==> config.mk <==
export PLATFORM = sky130hd
export DESIGN_NAME = vf_front
export DESIGN_NICKNAME = d
export VERILOG_FILES = /design/src/sv/vf_pkg.sv /design/src/sv/vf_front.sv
export SDC_FILE = /design/constraint.sdc
export NUM_CORES = 1
export LEC_CHECK = 0
export BUFFER_PORTS_ARGS = -buffer_cell sky130_fd_sc_hd__buf_4
export CORE_ASPECT_RATIO = 1.5
export CORE_UTILIZATION = 47
export CTS_BUF_LIST = sky130_fd_sc_hd__clkbuf_16
export CTS_CLUSTER_SIZE = 12
export DETAILED_ROUTE_END_ITERATION = 12
export PLACE_DENSITY = 0.73
export SLEW_MARGIN = 20
export SYNTH_ARGS = -nofsm -noshare
export SYNTH_HDL_FRONTEND = slang
export SYNTH_SLANG_ARGS = --single-unit
==> constraint.sdc <==
create_clock -name clk -period 8.55 [get_ports clk]
set_input_delay 0.4275 -clock clk [delete_from_list [all_inputs] [get_ports clk]]
set_output_delay 0.4275 -clock clk [all_outputs]
set_load 0.1 [all_outputs]
==> src/sv/vf_pkg.sv <==
package vf_pkg;

  localparam int DataWidth = 32;
  localparam int FracBits  = 16;
  localparam int NumVars   = 5;

  // register file map: stores first, then scratch, then the registers and the constant
  localparam int R_RHO = 0;
  localparam int R_MOM = 1;
  localparam int R_EN  = 4;
  localparam int R_GRD = 5;   // 5 + 3*var + dir
  localparam int R_REC = 20;
  localparam int R_U   = 21;
  localparam int R_L   = 24;  // 24 + 3*a + b
  localparam int R_DIV = 33;
  localparam int R_LAM = 34;
  localparam int R_T   = 35;
  localparam int R_TAU = 36;  // 36 + 3*a + b
  localparam int R_EPS = 45;
  localparam int R_K   = 46;
  localparam int R_G   = 47;
  localparam int R_GE  = 48;
  localparam int R_IRE = 54;
  localparam int R_GOP = 55;
  localparam int R_TT  = 56;

  // stores hold addresses below NumStore, scratch starts at ScrBase
  localparam int NumStore   = 20;
  localparam int ScrBase    = R_REC;
  localparam int NumScratch = R_GE + 3 - R_REC;

  localparam int NumSteps = 104;

  localparam logic [DataWidth-1:0] TwoThirds =
    DataWidth'(((2 << FracBits) + 1) / 3);

  typedef enum logic [1:0] {
    OP_MUL,
    OP_ADD,
    OP_SUB
  } op_t;

  typedef struct packed {
    op_t        op;
    logic [5:0] a;
    logic [5:0] b;
    logic [5:0] dst;
  } step_t;

  typedef step_t [NumSteps-1:0] prog_t;

  typedef struct packed {
    logic                 wr;
    logic [2:0]           var_index;
    logic [DataWidth-1:0] value;
    logic [DataWidth-1:0] grad_x;
    logic [DataWidth-1:0] grad_y;
    logic [DataWidth-1:0] grad_z;
    logic                 is_final;
  } item_t;

  typedef enum logic [2:0] {
    B_IDLE,
    B_CHK,
    B_DIV,
    B_EXEC,
    B_EMIT
  } bstate_t;

  function automatic step_t mk(op_t o, int a, int b, int d);
    step_t s;
    s.op  = o;
    s.a   = 6'(a);
    s.b   = 6'(b);
    s.dst = 6'(d);
    return s;
  endfunction

  // microprogram of the flux computation
  function automatic prog_t build_prog();
    prog_t p;
    int n;
    n = 0;
    p = '0;
    for (int a = 0; a < 3; a++) begin
      p[n] = mk(OP_MUL, R_MOM + a, R_REC, R_U + a); n++;
    end
    for (int a = 0; a < 3; a++) begin
      for (int b = 0; b < 3; b++) begin
        p[n] = mk(OP_MUL, R_U + a, R_GRD + b, R_T); n++;
        p[n] = mk(OP_SUB, R_GRD + 3 * (a + 1) + b, R_T, R_T); n++;
        p[n] = mk(OP_MUL, R_T, R_REC, R_L + 3 * a + b); n++;
      end
    end
    p[n] = mk(OP_ADD, R_L, R_L + 4, R_DIV); n++;
    p[n] = mk(OP_ADD, R_DIV, R_L + 8, R_DIV); n++;
    p[n] = mk(OP_MUL, R_TT, R_DIV, R_LAM); n++;
    for (int a = 0; a < 3; a++) begin
      for (int b = 0; b < 3; b++) begin
        p[n] = mk(OP_ADD, R_L + 3 * a + b, R_L + 3 * b + a, R_T); n++;
        if (a == b) begin
          p[n] = mk(OP_SUB, R_T, R_LAM, R_T); n++;
        end
        p[n] = mk(OP_MUL, R_T, R_IRE, R_TAU + 3 * a + b); n++;
      end
    end
    p[n] = mk(OP_MUL, R_EN, R_REC, R_EPS); n++;
    p[n] = mk(OP_MUL, R_IRE, R_GOP, R_K); n++;
    for (int b = 0; b < 3; b++) begin
      p[n] = mk(OP_MUL, R_EPS, R_GRD + b, R_T); n++;
      p[n] = mk(OP_SUB, R_GRD + 12 + b, R_T, R_T); n++;
      p[n] = mk(OP_MUL, R_T, R_REC, R_G); n++;
      for (int a = 0; a < 3; a++) begin
        p[n] = mk(OP_MUL, R_L + 3 * a + b, R_U + a, R_T); n++;
        p[n] = mk(OP_SUB, R_G, R_T, R_G); n++;
      end
      p[n] = mk(OP_MUL, R_G, R_K, R_GE + b); n++;
    end
    for (int a = 0; a < 3; a++) begin
      for (int b = 0; b < 3; b++) begin
        p[n] = mk(OP_MUL, R_TAU + 3 * a + b, R_U + b, R_T); n++;
        p[n] = mk(OP_ADD, R_GE + a, R_T, R_GE + a); n++;
      end
    end
    return p;
  endfunction

  localparam prog_t Prog = build_prog();

endpackage

==> src/sv/vf_front.sv <==
module vf_front
  import vf_pkg::*;
(
  input  logic        clk,
  input  logic        rst,
  input  logic        push,
  input  logic [2:0]  var_index,
  input  logic [31:0] value,
  input  logic [31:0] grad_x,
  input  logic [31:0] grad_y,
  input  logic [31:0] grad_z,
  input  logic        is_final,
  input  logic        pop,
  output logic        full,
  output logic        empty,
  output item_t       head
);

  item_t      queue [0:1];
  logic       wptr;
  logic       rptr;
  logic [1:0] count;
  item_t      incoming;

  // classify: out-of-range index stores nothing
  always_comb begin
    incoming.wr        = (var_index < 3'(NumVars));
    incoming.var_index = var_index;
    incoming.value     = value;
    incoming.grad_x    = grad_x;
    incoming.grad_y    = grad_y;
    incoming.grad_z    = grad_z;
    incoming.is_final  = is_final;
  end

  assign full  = (count == 2'd2);
  assign empty = (count == 2'd0);
  assign head  = queue[rptr];

  always_ff @(posedge clk) begin
    if (push) begin
      queue[wptr] <= incoming;
    end
  end

  always_ff @(posedge clk) begin
    if (rst) begin
      wptr  <= 1'b0;
      rptr  <= 1'b0;
      count <= 2'd0;
    end else begin
      if (push) wptr <= ~wptr;
      if (pop) rptr <= ~rptr;
      count <= count + 2'(push) - 2'(pop);
    end
  end

endmodule

### Yosys cells after proc, flatten, opt, wreduce, memory -nomap -nowiden

Memories as Yosys holds them, arrays and structs flattened. A register that Yosys moved wholly into a read port is not among the register bits.
Index checks and enable logic that the tools add are counted.

* $add $sub $neg: 2
* mux-type cells: 4
* $lt $le $gt $ge: 1
* equality and inequality tests: 1
* bitwise operators: 2
* reduce and logical (&&, ||, !) cells: 1

Operators by type and width (number)
* $mux W1: 4
* $lt A3 B3 Y1 const B: 1
* $add A2 B1 Y2: 1
* $eq A2 B2 Y1 const B: 1
* $logic_not A2 Y1: 1
* $not A1 Y1: 2
* $sub A2 B1 Y2: 1

* logic and storage cells: 15
* flip-flop bits (word level): 4
* input bits: 136
* RAM bits: 266
* output and inout bits: 135
* memories: 1

Memories
* queue: depth 2, width 133, rd ports 1, clocked after Yosys merged registers in 1, write ports 1, RTL line vf_front.sv:19 `item_t queue [0:1];`

### Logic depth before layout (Yosys ltp)

Gate-level depths: netlist (run 1).

* depth after elaboration: 3
* mapped depth: 6
* depth with buffers taken out: 6

### Worst setup path after synthesis (run 1)

OpenSTA, ideal clock, no wires.

* path type: register -> register
* start: register wptr
* end: memory queue[0][0] in the netlist's numbering (enable)
* data required time: 7907 ps
* buffers on the path: 0
* path slack: 1703 ps
* cell stages (with the launch flop): 2
* clock period less this slack: 6847 ps
* arrival: 6205 ps
* setup time: 643 ps
* cell sequence: dfxtp_1 > nor2b_1

RTL lines
* start, declared: RTL line vf_front.sv:20 `logic wptr;`
* start signal, assigned: RTL line vf_front.sv:52 `if (push) wptr <= ~wptr;`
* end, declared: RTL line vf_front.sv:19

Straight into the memory's write port.

==> flow_summary.yaml, run 1 <==
final_layout:
  multi_input_area_mm2: 0.00188
  regArea_mm2: 0.00809
  syn_to_final_growth_pct: 29.9
  n_fill_cell: 1546
  diodes: 0
  drive_above_1_share_pct: 59.6
  final_area_mm2: 0.0131
  fin_nets: 863
detailed_routing:
  via_per_inst: 4.95
  wirelength_mm: 19.7
  ant_nets: 0
  drtIter0Drc: 281
  vias: 4978
  post_drt_wl_per_cell_um: 19.6
  first_pass_iters: 4
  drc_errors: 0
worst_setup_path:
  path_common_cell: "buf_4"
  crit_chain: "buf_4, buf_4, mux2_2, buf_4"
  worstSetupPathType: "flip-flop to output port"
  cp.arrival_ns: 3.49
  crit_required_ns: 8.12
  endpoint_kind: "output port"
  critPathSlowestCell: "dfxtp_4"
  start_kind: "flip-flop"
  crit_fanout: 52
  crit_path_max_incr_delay_ns: 0.78
global_route:
  grt_max_degree: 74
  antenna_found_initial: 1
  grt_pass1_vias: 5555
  grt_overflow: 0
  grt_pass1_wl_mm: 29.1
  track_usage_pct: 17.5
pwr:
  swShare_pct: 32.7
  p_clk_share_pct: 28.9
  power.switching_w: 0.00114
  powerDensity_mw_per_mm2: 265
  pwr-share-comb_pct: 25.7
  p_leak_nw: 5.08
  p_seq_share_pct: 45.5
  ir_worst_vdd_mv: 0.237
  power_w: 0.00348
  intPower_w: 0.00234
placement:
  port_buffers: 270
  place_congestion: 0.756
  placed_cell_area_mm2: 0.0124
  post-dp-hpwl_mm: 13.3
logic_synthesis:
  ys_warn_count: 0
  synth_top_area_cell: "edfxtp_1"
  synth.area.top_cells: "edfxtp_1 79%, mux2_4 10%, mux2_2 7.0%"
  synth_fp_nets: 574
  synth-edff-count: 266
  synthTopCellsByCount: "266 x edfxtp_1, 70 x mux2_4, 63 x mux2_2"
  yosysUniqueCellTypes: 14
  postSynthCellCount: 436
  ys_ff_latch: 271
  synthesis.area_mm2: 0.0101
  yosysMostFrequentCell: "edfxtp_1"
  syn_avg_cell_area_um2: 23.2
  synth.top_cell.area_share_pct: 79.1
  ys_seq_area_share_pct: 80.1
  dominantRegCellSynth: "edfxtp_1"
  async_flop_share_pct: 0
floorplan:
  initial_utilization_pct: 48.0
  io_pins: 271
  die-area_mm2: 0.0221
  fp.dieW_um: 122
  die_h_um: 182
  core-area_mm2: 0.0211
  rows: 65
min_path:
  min_path_type: "input port to flip-flop"
run_status:
  status: "finished, final reports clean"
sta:
  rsz0062_at_grt: "no"
  drv_slew: 0
  finalSetupViolCount: 0
  min_period_ns: 3.92
  clock_skew_ns: 0.00462
  hold_viol: 0
  finalCritPeriodShare_pct: 45.8
  timing.fmax_ghz: 0.255
  slew_headroom_pct: 33.8
  hold-worst-slack_ns: 0.0938
  setup_tns_ns: 0
  worst_pin_slew_ns: 0.993
clock_tree:
  post_cts_buffers: 0
  cts_buffers: 27
  insertion_delay_ns: 0.52
  htree_levels: 1
  cts_tree: "built"
  post_cts_resize_count: 0
  cts_max_path_buffers: 3
  cts_root_buf: "clkbuf_16"
  holdBufCountCts: 0
  clkTransAtPathRegs_ns: 0.06
  cts.sinks: 271
job:
  drv_cap: 0
==> cell families (layout without fill, tap and decap cells) <==
| logic type | count (synthesis) | in the layout | synth area share, % |
|---|---|---|---|
| AO/OA/AOI/OAI | 1 | 1 | 0.0495 |
| flip-flops | 271 | 271 | 80.1 |
| buffers and inverters | 17 | 319 | 1.38 |
| XOR/XNOR | 3 | 3 | 0.396 |
| AND/OR/NAND/NOR | 9 | 9 | 0.434 |
| adder cells (fa/ha/maj) | 2 | 2 | 0.248 |
| multiplexers | 133 | 133 | 17.4 |
==> area by class of cell <==
class	count	share of cell area, %
flip-flops and latches	271	61.7
repair buffers	275	15.7
multi-input cells	148	14.4
clock buffers	27	5.15
well taps	268	2.56
clock inverters	15	0.448
inverters	2	0.0572
==> metrics by stage <==
| step | setup slack, ns | cells | util [%] |
|---|---|---|---|
| after floorplan | 1.70 | 436 | - |
| after global placement | 5.24 | 964 | 58.8 |
| after detailed placement | 5.14 | 964 | 58.8 |
| after CTS | 4.58 | 1006 | 62.3 |
| after global routing | 4.48 | 1006 | 62.3 |
| final | 4.63 | 1006 | 62.3 |
==> layout by cell type (no fill, tap or decap) <==
cell,Yosys,final
buf_4,0,275
edfxtp_1,266,266
mux2_4,70,70
mux2_2,63,63
clkbuf_16,0,27
inv_1,2,10
nor2_1,5,5
clkinv_1,0,5
dfxtp_1,5,4
nor2b_1,3,2
xnor2_1,2,2
ha_1,2,2
clkinv_2,0,2
o21ai_0,1,1
and2_4,0,1
nor2b_4,0,1
xnor3_1,1,1
dfxtp_4,0,1
==> per-layer routing <==
| metal | GRT usage, % | wire length (um) | share of wire [%] | vias up |
|---|---|---|---|---|
| met5 | 0 | 17 | 0.086 | - |
| met4 | 8.89 | 961 | 4.9 | 2 |
| met3 | 5.31 | 1590 | 8.1 | 58 |
| met2 | 32.5 | 10700 | 54 | 213 |
| met1 | 17.1 | 6410 | 33 | 2402 |
| li1 | - | - | - | 2303 |
==> power by group through the flow <==
stage	Clock, W	Sequential [W]	Combinational (W)
after global routing	0.00108	0.00159	0.000920
after floorplan	0	0.00161	0.000718
final	0.00100	0.00158	0.000893
after CTS	0.00103	0.00159	0.000900
after detailed placement	0	0.00161	0.000899
after global placement	0	0.00161	0.000889
==> worst max-delay path, delay by kind of cell (launching register included) <==
family / cells / cell delay, ns
buffers and inverters: 3 / 1.65
flip-flops: 1 / 0.78
multiplexers: 1 / 0.43
==> state kept, by name (all words and copies together) (netlist names), named ones only <==
signal / count
queue: 266
count: 2
rptr: 1
wptr: 1
==> worst paths after layout <==
path	startpoint	end	slack, ns	cells after the start
max reg2reg	wptr	queue[1][13]	6.06	2
min reg2reg	rptr	rptr	0.53	2
max	flip-flop	head[51]	4.63	4
min	grad_x[18]	queue[0][83]	0.09	1
Power figures use the tool's default switching activity.
==> run 2: changes to the inputs <==
--- a/config.mk
+++ b/config.mk
@@ -5,13 +5,14 @@
 export SDC_FILE = /design/constraint.sdc
 export NUM_CORES = 1
 export LEC_CHECK = 0
+export ABC_AREA = 1
 export BUFFER_PORTS_ARGS = -buffer_cell sky130_fd_sc_hd__buf_4
 export CORE_ASPECT_RATIO = 1.5
 export CORE_UTILIZATION = 47
 export CTS_BUF_LIST = sky130_fd_sc_hd__clkbuf_16
 export CTS_CLUSTER_SIZE = 12
 export DETAILED_ROUTE_END_ITERATION = 12
-export PLACE_DENSITY = 0.73
+export PLACE_DENSITY = 0.75
 export SLEW_MARGIN = 20
 export SYNTH_ARGS = -nofsm -noshare
 export SYNTH_HDL_FRONTEND = slang
==> constraint.sdc (replaced) <==
create_clock -name clk -period 3.5 [get_ports clk]
set_input_delay 0.175 -clock clk [delete_from_list [all_inputs] [get_ports clk]]
set_output_delay 0.175 -clock clk [all_outputs]
set_load 0.1 [all_outputs]
==> run 2 against run 1 <==
Against the previous run: core utilization rose by 6.9 points; non-clock buffer count rose by 136; power rose by 140%; cell count rose by 15%.
==> flow_summary.yaml, run 2 <==
run_status:
  status: "finished, final reports clean"
sta:
  timing.fmax_ghz: 0.419
  slew_headroom_pct: 43.8
  rsz0062_at_grt: "no"
  finalCritPeriodShare_pct: 68.2
  hold_viol: 0
  setup_tns_ns: 0
  worst_pin_slew_ns: 0.843
  drv_slew: 0
  min_period_ns: 2.39
  finalSetupViolCount: 0
  clock_skew_ns: 0.00982
clock_tree:
  post_cts_buffers: 0
  clkTransAtPathRegs_ns: 0.06
  htree_levels: 1
  cts_buffers: 26
  insertion_delay_ns: 0.51
  cts_max_path_buffers: 3
  cts_root_buf: "clkbuf_16"
  cts.sinks: 271
  cts_tree: "built"
final_layout:
  top_regs: "queue x266, count x2"
  fin_nets: 1009
  final_util_pct: 69.1
  largest_register_ffs: 266
  syn_to_final_growth_pct: 44.0
  final_area_mm2: 0.0146
  fin_cells: 1159
  largest-register: "queue"
  drive_above_1_share_pct: 49.3
  layout_common_cells: "271 x buf_4, 266 x edfxtp_1, 136 x dlygate4sd3_1"
  final_common_cell: "buf_4"
  n_fill_cell: 1274
global_route:
  use_met1_pct: 21.0
  grt_max_degree: 87
  grt_pass1_wl_mm: 33.3
  busiest_layer: "met2"
  track_usage_pct: 19.8
  use_met3_pct: 4.05
  antenna_found_initial: 1
  grt_overflow: 0
  grt_pass1_vias: 6248
  use_met2_pct: 37.1
worst_setup_path:
  worstSetupPathType: "flip-flop to output port"
  r2r-start: "wptr"
  crit_fanout: 48
  worstReg2RegEnd: "queue[1][52]"
  worstRegToRegCells: 3
  r2r_slack_ns: 1.65
  cp.arrival_ns: 2.21
  endpoint_kind: "output port"
  crit_required_ns: 3.32
  start_kind: "flip-flop"
detailed_routing:
  via_per_inst: 4.91
  first_pass_iters: 4
  vias: 5694
  drc_errors: 0
  wirelength_mm: 22.0
  drtIter0Drc: 299
  post_drt_wl_per_cell_um: 19.0
  ant_nets: 0
min_path:
  min-delay-start: "value[0]"
  worstHoldPathCells: 2
  hold_end: "queue[1][97]"
  min_path_type: "input port to flip-flop"
pwr:
  power_w: 0.00848
  swShare_pct: 32.0
  p_seq_share_pct: 44.9
  powerDensity_mw_per_mm2: 582
  p_clk_share_pct: 29.1
  pwr-share-comb_pct: 26.0
  intPower_w: 0.00577
  power.switching_w: 0.00271
  p_leak_nw: 5.73
  ir_worst_vdd_mv: 0.567
logic_synthesis:
  synth-compound-area-share_pct: 0.0990
  synth_top_area_cell: "edfxtp_1"
  yosysMostFrequentCell: "edfxtp_1"
  syn_avg_cell_area_um2: 22.6
  yosys.area_share.adder_pct: 0.247
  dominantRegCellSynth: "edfxtp_1"
  synthesis.area_mm2: 0.0101
  synth_mux_area_share_pct: 17.4
  synth.area.top_cells: "edfxtp_1 79%, mux2_4 10%, mux2_2 7.0%"
  synth_fp_nets: 585
  synth-simple-area-share_pct: 0.544
  ys_seq_area_share_pct: 80.0
  ys_ff_latch: 271
  postSynthCellCount: 447
  ys_warn_count: 0
  synth.top_cell.area_share_pct: 79.0
  synth-edff-count: 266
  yosysUniqueCellTypes: 15
  synth_top_family_by_area: "multiplexers"
  async_flop_share_pct: 0
  synthTopCellsByCount: "266 x edfxtp_1, 70 x mux2_4, 63 x mux2_2"
  synth-xor-area-share_pct: 0.0866
placement:
  place_congestion: 0.732
  dpl.cell_count: 975
  placed_cell_area_mm2: 0.0124
  port_buffers: 270
  post-dp-hpwl_mm: 13.4
floorplan:
  core-area_mm2: 0.0211
  fp.dieW_um: 122
  rows: 65
  initial_utilization_pct: 48.0
  die-area_mm2: 0.0221
  die_h_um: 182
  io_pins: 271
job:
  drv_cap: 0
[run 2: cell count changes in the layout (fill, tap and decap cells not counted), sizes merged, moves of 3 or more]
| cell | before | now |
|---|---|---|
| nand2 | 0 | 4 |
| inv | 10 | 27 |
| clkinv | 7 | 2 |
| nor2 | 5 | 8 |
| dlygate4sd3 | 0 | 136 |
| nor2b | 3 | 0 |
[run 2: final cells by class]
cell class / count / area (um^2) / area share, %
multi-input cells: 152 / 1870 / 12.8
inverters: 9 / 38.8 / 0.266
repair buffers: 411 / 3480 / 23.9
clock inverters: 20 / 76.3 / 0.524
well taps: 268 / 335 / 2.30
clock buffers: 27 / 676 / 4.64
diodes: 1 / 2.50 / 0.0172
flip-flops and latches: 271 / 8090 / 55.6
[run 2: critical path: stages (launching register included)]
cell and delay [ns]:
dfxtp_4 0.35, buf_4 0.65, mux2_2 0.42, buf_4 0.23
[run 2: cells by family (layout without fill, tap and decap cells)]
group,after synthesis,in the layout
AOI/OAI and AO/OA,2,2
xor gates and xnor gates,1,1
adders and majority gates,2,2
buffers and inverters,24,467
DFF,271,271
muxes,133,133
other,0,1
and+or+nand+nor,14,14
[run 2: worst max-delay path by stage]
stage                         end  slack (ns)
floorplan             queue[1][0]       -0.01
global placement    queue[1][119]        1.67
detailed placement  queue[1][119]        1.62
CTS                      head[52]        1.09
global route             head[31]        1.03
finish                   head[52]        1.11
[run 2: stage by stage]
step | hold slack, ns | setup slack (ns)
2_1_floorplan | 0.246 | -0.0121
3_3_place_gp | 0.360 | 1.67
3_5_place_dp | 0.363 | 1.62
4_1_cts | 0.360 | 1.09
5_1_grt | 0.371 | 1.03
6_report | 0.382 | 1.11
[run 2: per-layer routing]
metal,vias up,share of wire (%),wire (um)
met5,-,0,0
met4,0,3.6,788
met3,53,5.7,1250
met2,219,57,12500
met1,2813,34,7460
li1,2609,-,-
[run 2: what timing repair did]
item / 4_1_cts / 5_1_grt
resized for setup: 0 / 0
hold buffers: 136 / 0
hold endpoints to repair: 271 / 0
[run 2: power groups by stage]
stage | combinational, W | clock [W] | sequential (W)
after floorplan | 0.00163 | 0 | 0.00387
after global placement | 0.00205 | 0 | 0.00386
after detailed placement | 0.00207 | 0 | 0.00388
after CTS | 0.00221 | 0.00252 | 0.00381
after global routing | 0.00227 | 0.00265 | 0.00382
final | 0.00221 | 0.00246 | 0.00381
==> run 3: changes to the inputs <==
==> constraint.sdc (replaced) <==
create_clock -name clk -period 2.05 [get_ports clk]
set_input_delay 0.1025 -clock clk [delete_from_list [all_inputs] [get_ports clk]]
set_output_delay 0.1025 -clock clk [all_outputs]
set_load 0.1 [all_outputs]
==> run 3 against run 2 <==
Against the previous run: die area unchanged; critical path depth unchanged; clock power up 70%; design area up 0.87%; first-iteration DRC count up 1.7%.
==> flow_summary.yaml, run 3 (synthesis results as in run 2) <==
run_status:
  status: "finished, final reports clean"
sta:
  drv_slew: 0
  worst_pin_slew_ns: 0.414
  clock_skew_ns: 0.00993
  timing.final.ws_setup_ns: 0.0409
  rsz0062_at_grt: "yes"
  slew_headroom_pct: 72.4
  setup_tns_ns: 0
  hold_viol: 0
  finalSetupViolCount: 0
  min_period_ns: 2.01
  timing.fmax_ghz: 0.498
  finalCritPeriodShare_pct: 98.0
final_layout:
  largest_register_ffs: 266
  final_util_pct: 69.7
  fin_cells: 1164
  drive_above_1_share_pct: 50.7
  top_regs: "queue x266, count x2"
  largest-register: "queue"
  syn_to_final_growth_pct: 45.3
  layout_common_cells: "277 x buf_4, 266 x edfxtp_1, 136 x dlygate4sd3_1"
  fin_nets: 1021
  final_common_cell: "buf_4"
global_route:
  track_usage_pct: 20.1
  grt_max_degree: 69
  grt_pass1_wl_mm: 33.6
  grt_overflow: 0
  antenna_found_initial: 2
  grt_pass1_vias: 6335
detailed_routing:
  first_pass_iters: 4
  ant_nets: 0
  via_per_inst: 4.92
  vias: 5729
  drc_errors: 0
  post_drt_wl_per_cell_um: 19.5
  wirelength_mm: 22.7
  drtIter0Drc: 304
placement:
  post-dp-hpwl_mm: 13.5
  port_buffers: 270
  dpl.cell_count: 982
  place_congestion: 0.713
  dp_slack_ns: 0.431
pwr:
  p_leak_nw: 5.75
  swShare_pct: 32.0
  p_seq_share_pct: 44.8
  power.switching_w: 0.00464
  pwr-share-comb_pct: 26.3
  intPower_w: 0.00988
  ir_worst_vdd_mv: 0.821
  p_clk_share_pct: 28.8
  powerDensity_mw_per_mm2: 989
  power_w: 0.0145
min_path:
  min_path_type: "input port to flip-flop"
  worstHoldPathCells: 2
worst_setup_path:
  start_kind: "flip-flop"
  worstRegToRegCells: 7
  crit_fanout: 36
  worstSetupPathType: "flip-flop to output port"
  cp.arrival_ns: 1.91
  crit_required_ns: 1.95
  endpoint_kind: "output port"
clock_tree:
  htree_levels: 1
  cts_tree: "built"
  cts_root_buf: "clkbuf_16"
  cts_buffers: 27
  insertion_delay_ns: 0.52
  cts_max_path_buffers: 3
  clkTransAtPathRegs_ns: 0.06
  cts.sinks: 271
floorplan:
  io_pins: 271
  fp.dieW_um: 122
  initial_utilization_pct: 48.0
  rows: 65
  die_h_um: 182
  core-area_mm2: 0.0211
  die-area_mm2: 0.0221
job:
  drv_cap: 0
run 3: cell count changes in the layout (fill, tap and decap cells not counted), moves of 2 or more:
cell	before	now
inv_1	26	17
clkinvlp_4	0	2
buf_4	271	277
buf_12	4	7
run 3: worst paths after layout:
kind | start | endpoint | slack (ns)
min reg2reg | wptr | wptr | 0.53
max reg2reg | count[0] | count[0] | 0.31
min | grad_z[25] | queue[0][26] | 0.31
max | flip-flop | head[54] | 0.04
run 3: layout make-up:
class                      instances  area (um^2)
sequential                       271         8090
fill                            1288         6370
timing repair buffer             422         3620
multi-input combinational        152         1870
clock buffer                      27          676
tap                              268          335
clock inverter                    13         53.8
inverter                           9         37.5
antenna                            2         5.00
run 3: per-layer routing:
metal / part of all wire, % / wire length [um] / vias up / GRT usage [%]
li1: - / - / 2622 / -
met1: 35 / 7970 / 2845 / 21.4
met2: 56 / 12800 / 211 / 38.0
met3: 5.0 / 1130 / 51 / 3.33
met4: 3.5 / 786 / 0 / 8.89
met5: 0 / 0 / - / 0
run 3: timing repair:
action / CTS / global route
endpoints found under the setup margin: 106 / 3
hold buffers: 136 / 0
pin swaps: 0 / 0
buffers inserted: 4 / 0
hold endpoints to repair: 271 / 0
resized for setup: 1 / 1
gates cloned: 0 / 0
run 3: critical path, stage by stage (launching register included):
cell and delay [ns]:
dfxtp_4 0.44, buf_12 0.27, mux2_2 0.39, buf_4 0.24
run 3: power by group through the flow:
stage | Combinational, W | Clock [W] | Sequential, W
after floorplan | 0.00279 | 0 | 0.00660
after global placement | 0.00353 | 0 | 0.00661
after detailed placement | 0.00357 | 0 | 0.00663
after CTS | 0.00382 | 0.00428 | 0.00650
after global routing | 0.00394 | 0.00450 | 0.00653
final | 0.00383 | 0.00419 | 0.00651
run 3: per-stage QoR:
stage / cell area (um^2) / hold slack, ns
3_3_place_gp: 12600 / 0.287
4_1_cts: 14700 / 0.287
5_1_grt: 14700 / 0.299
3_5_place_dp: 12600 / 0.290
2_1_floorplan: 10100 / 0.174
6_report: 14700 / 0.310
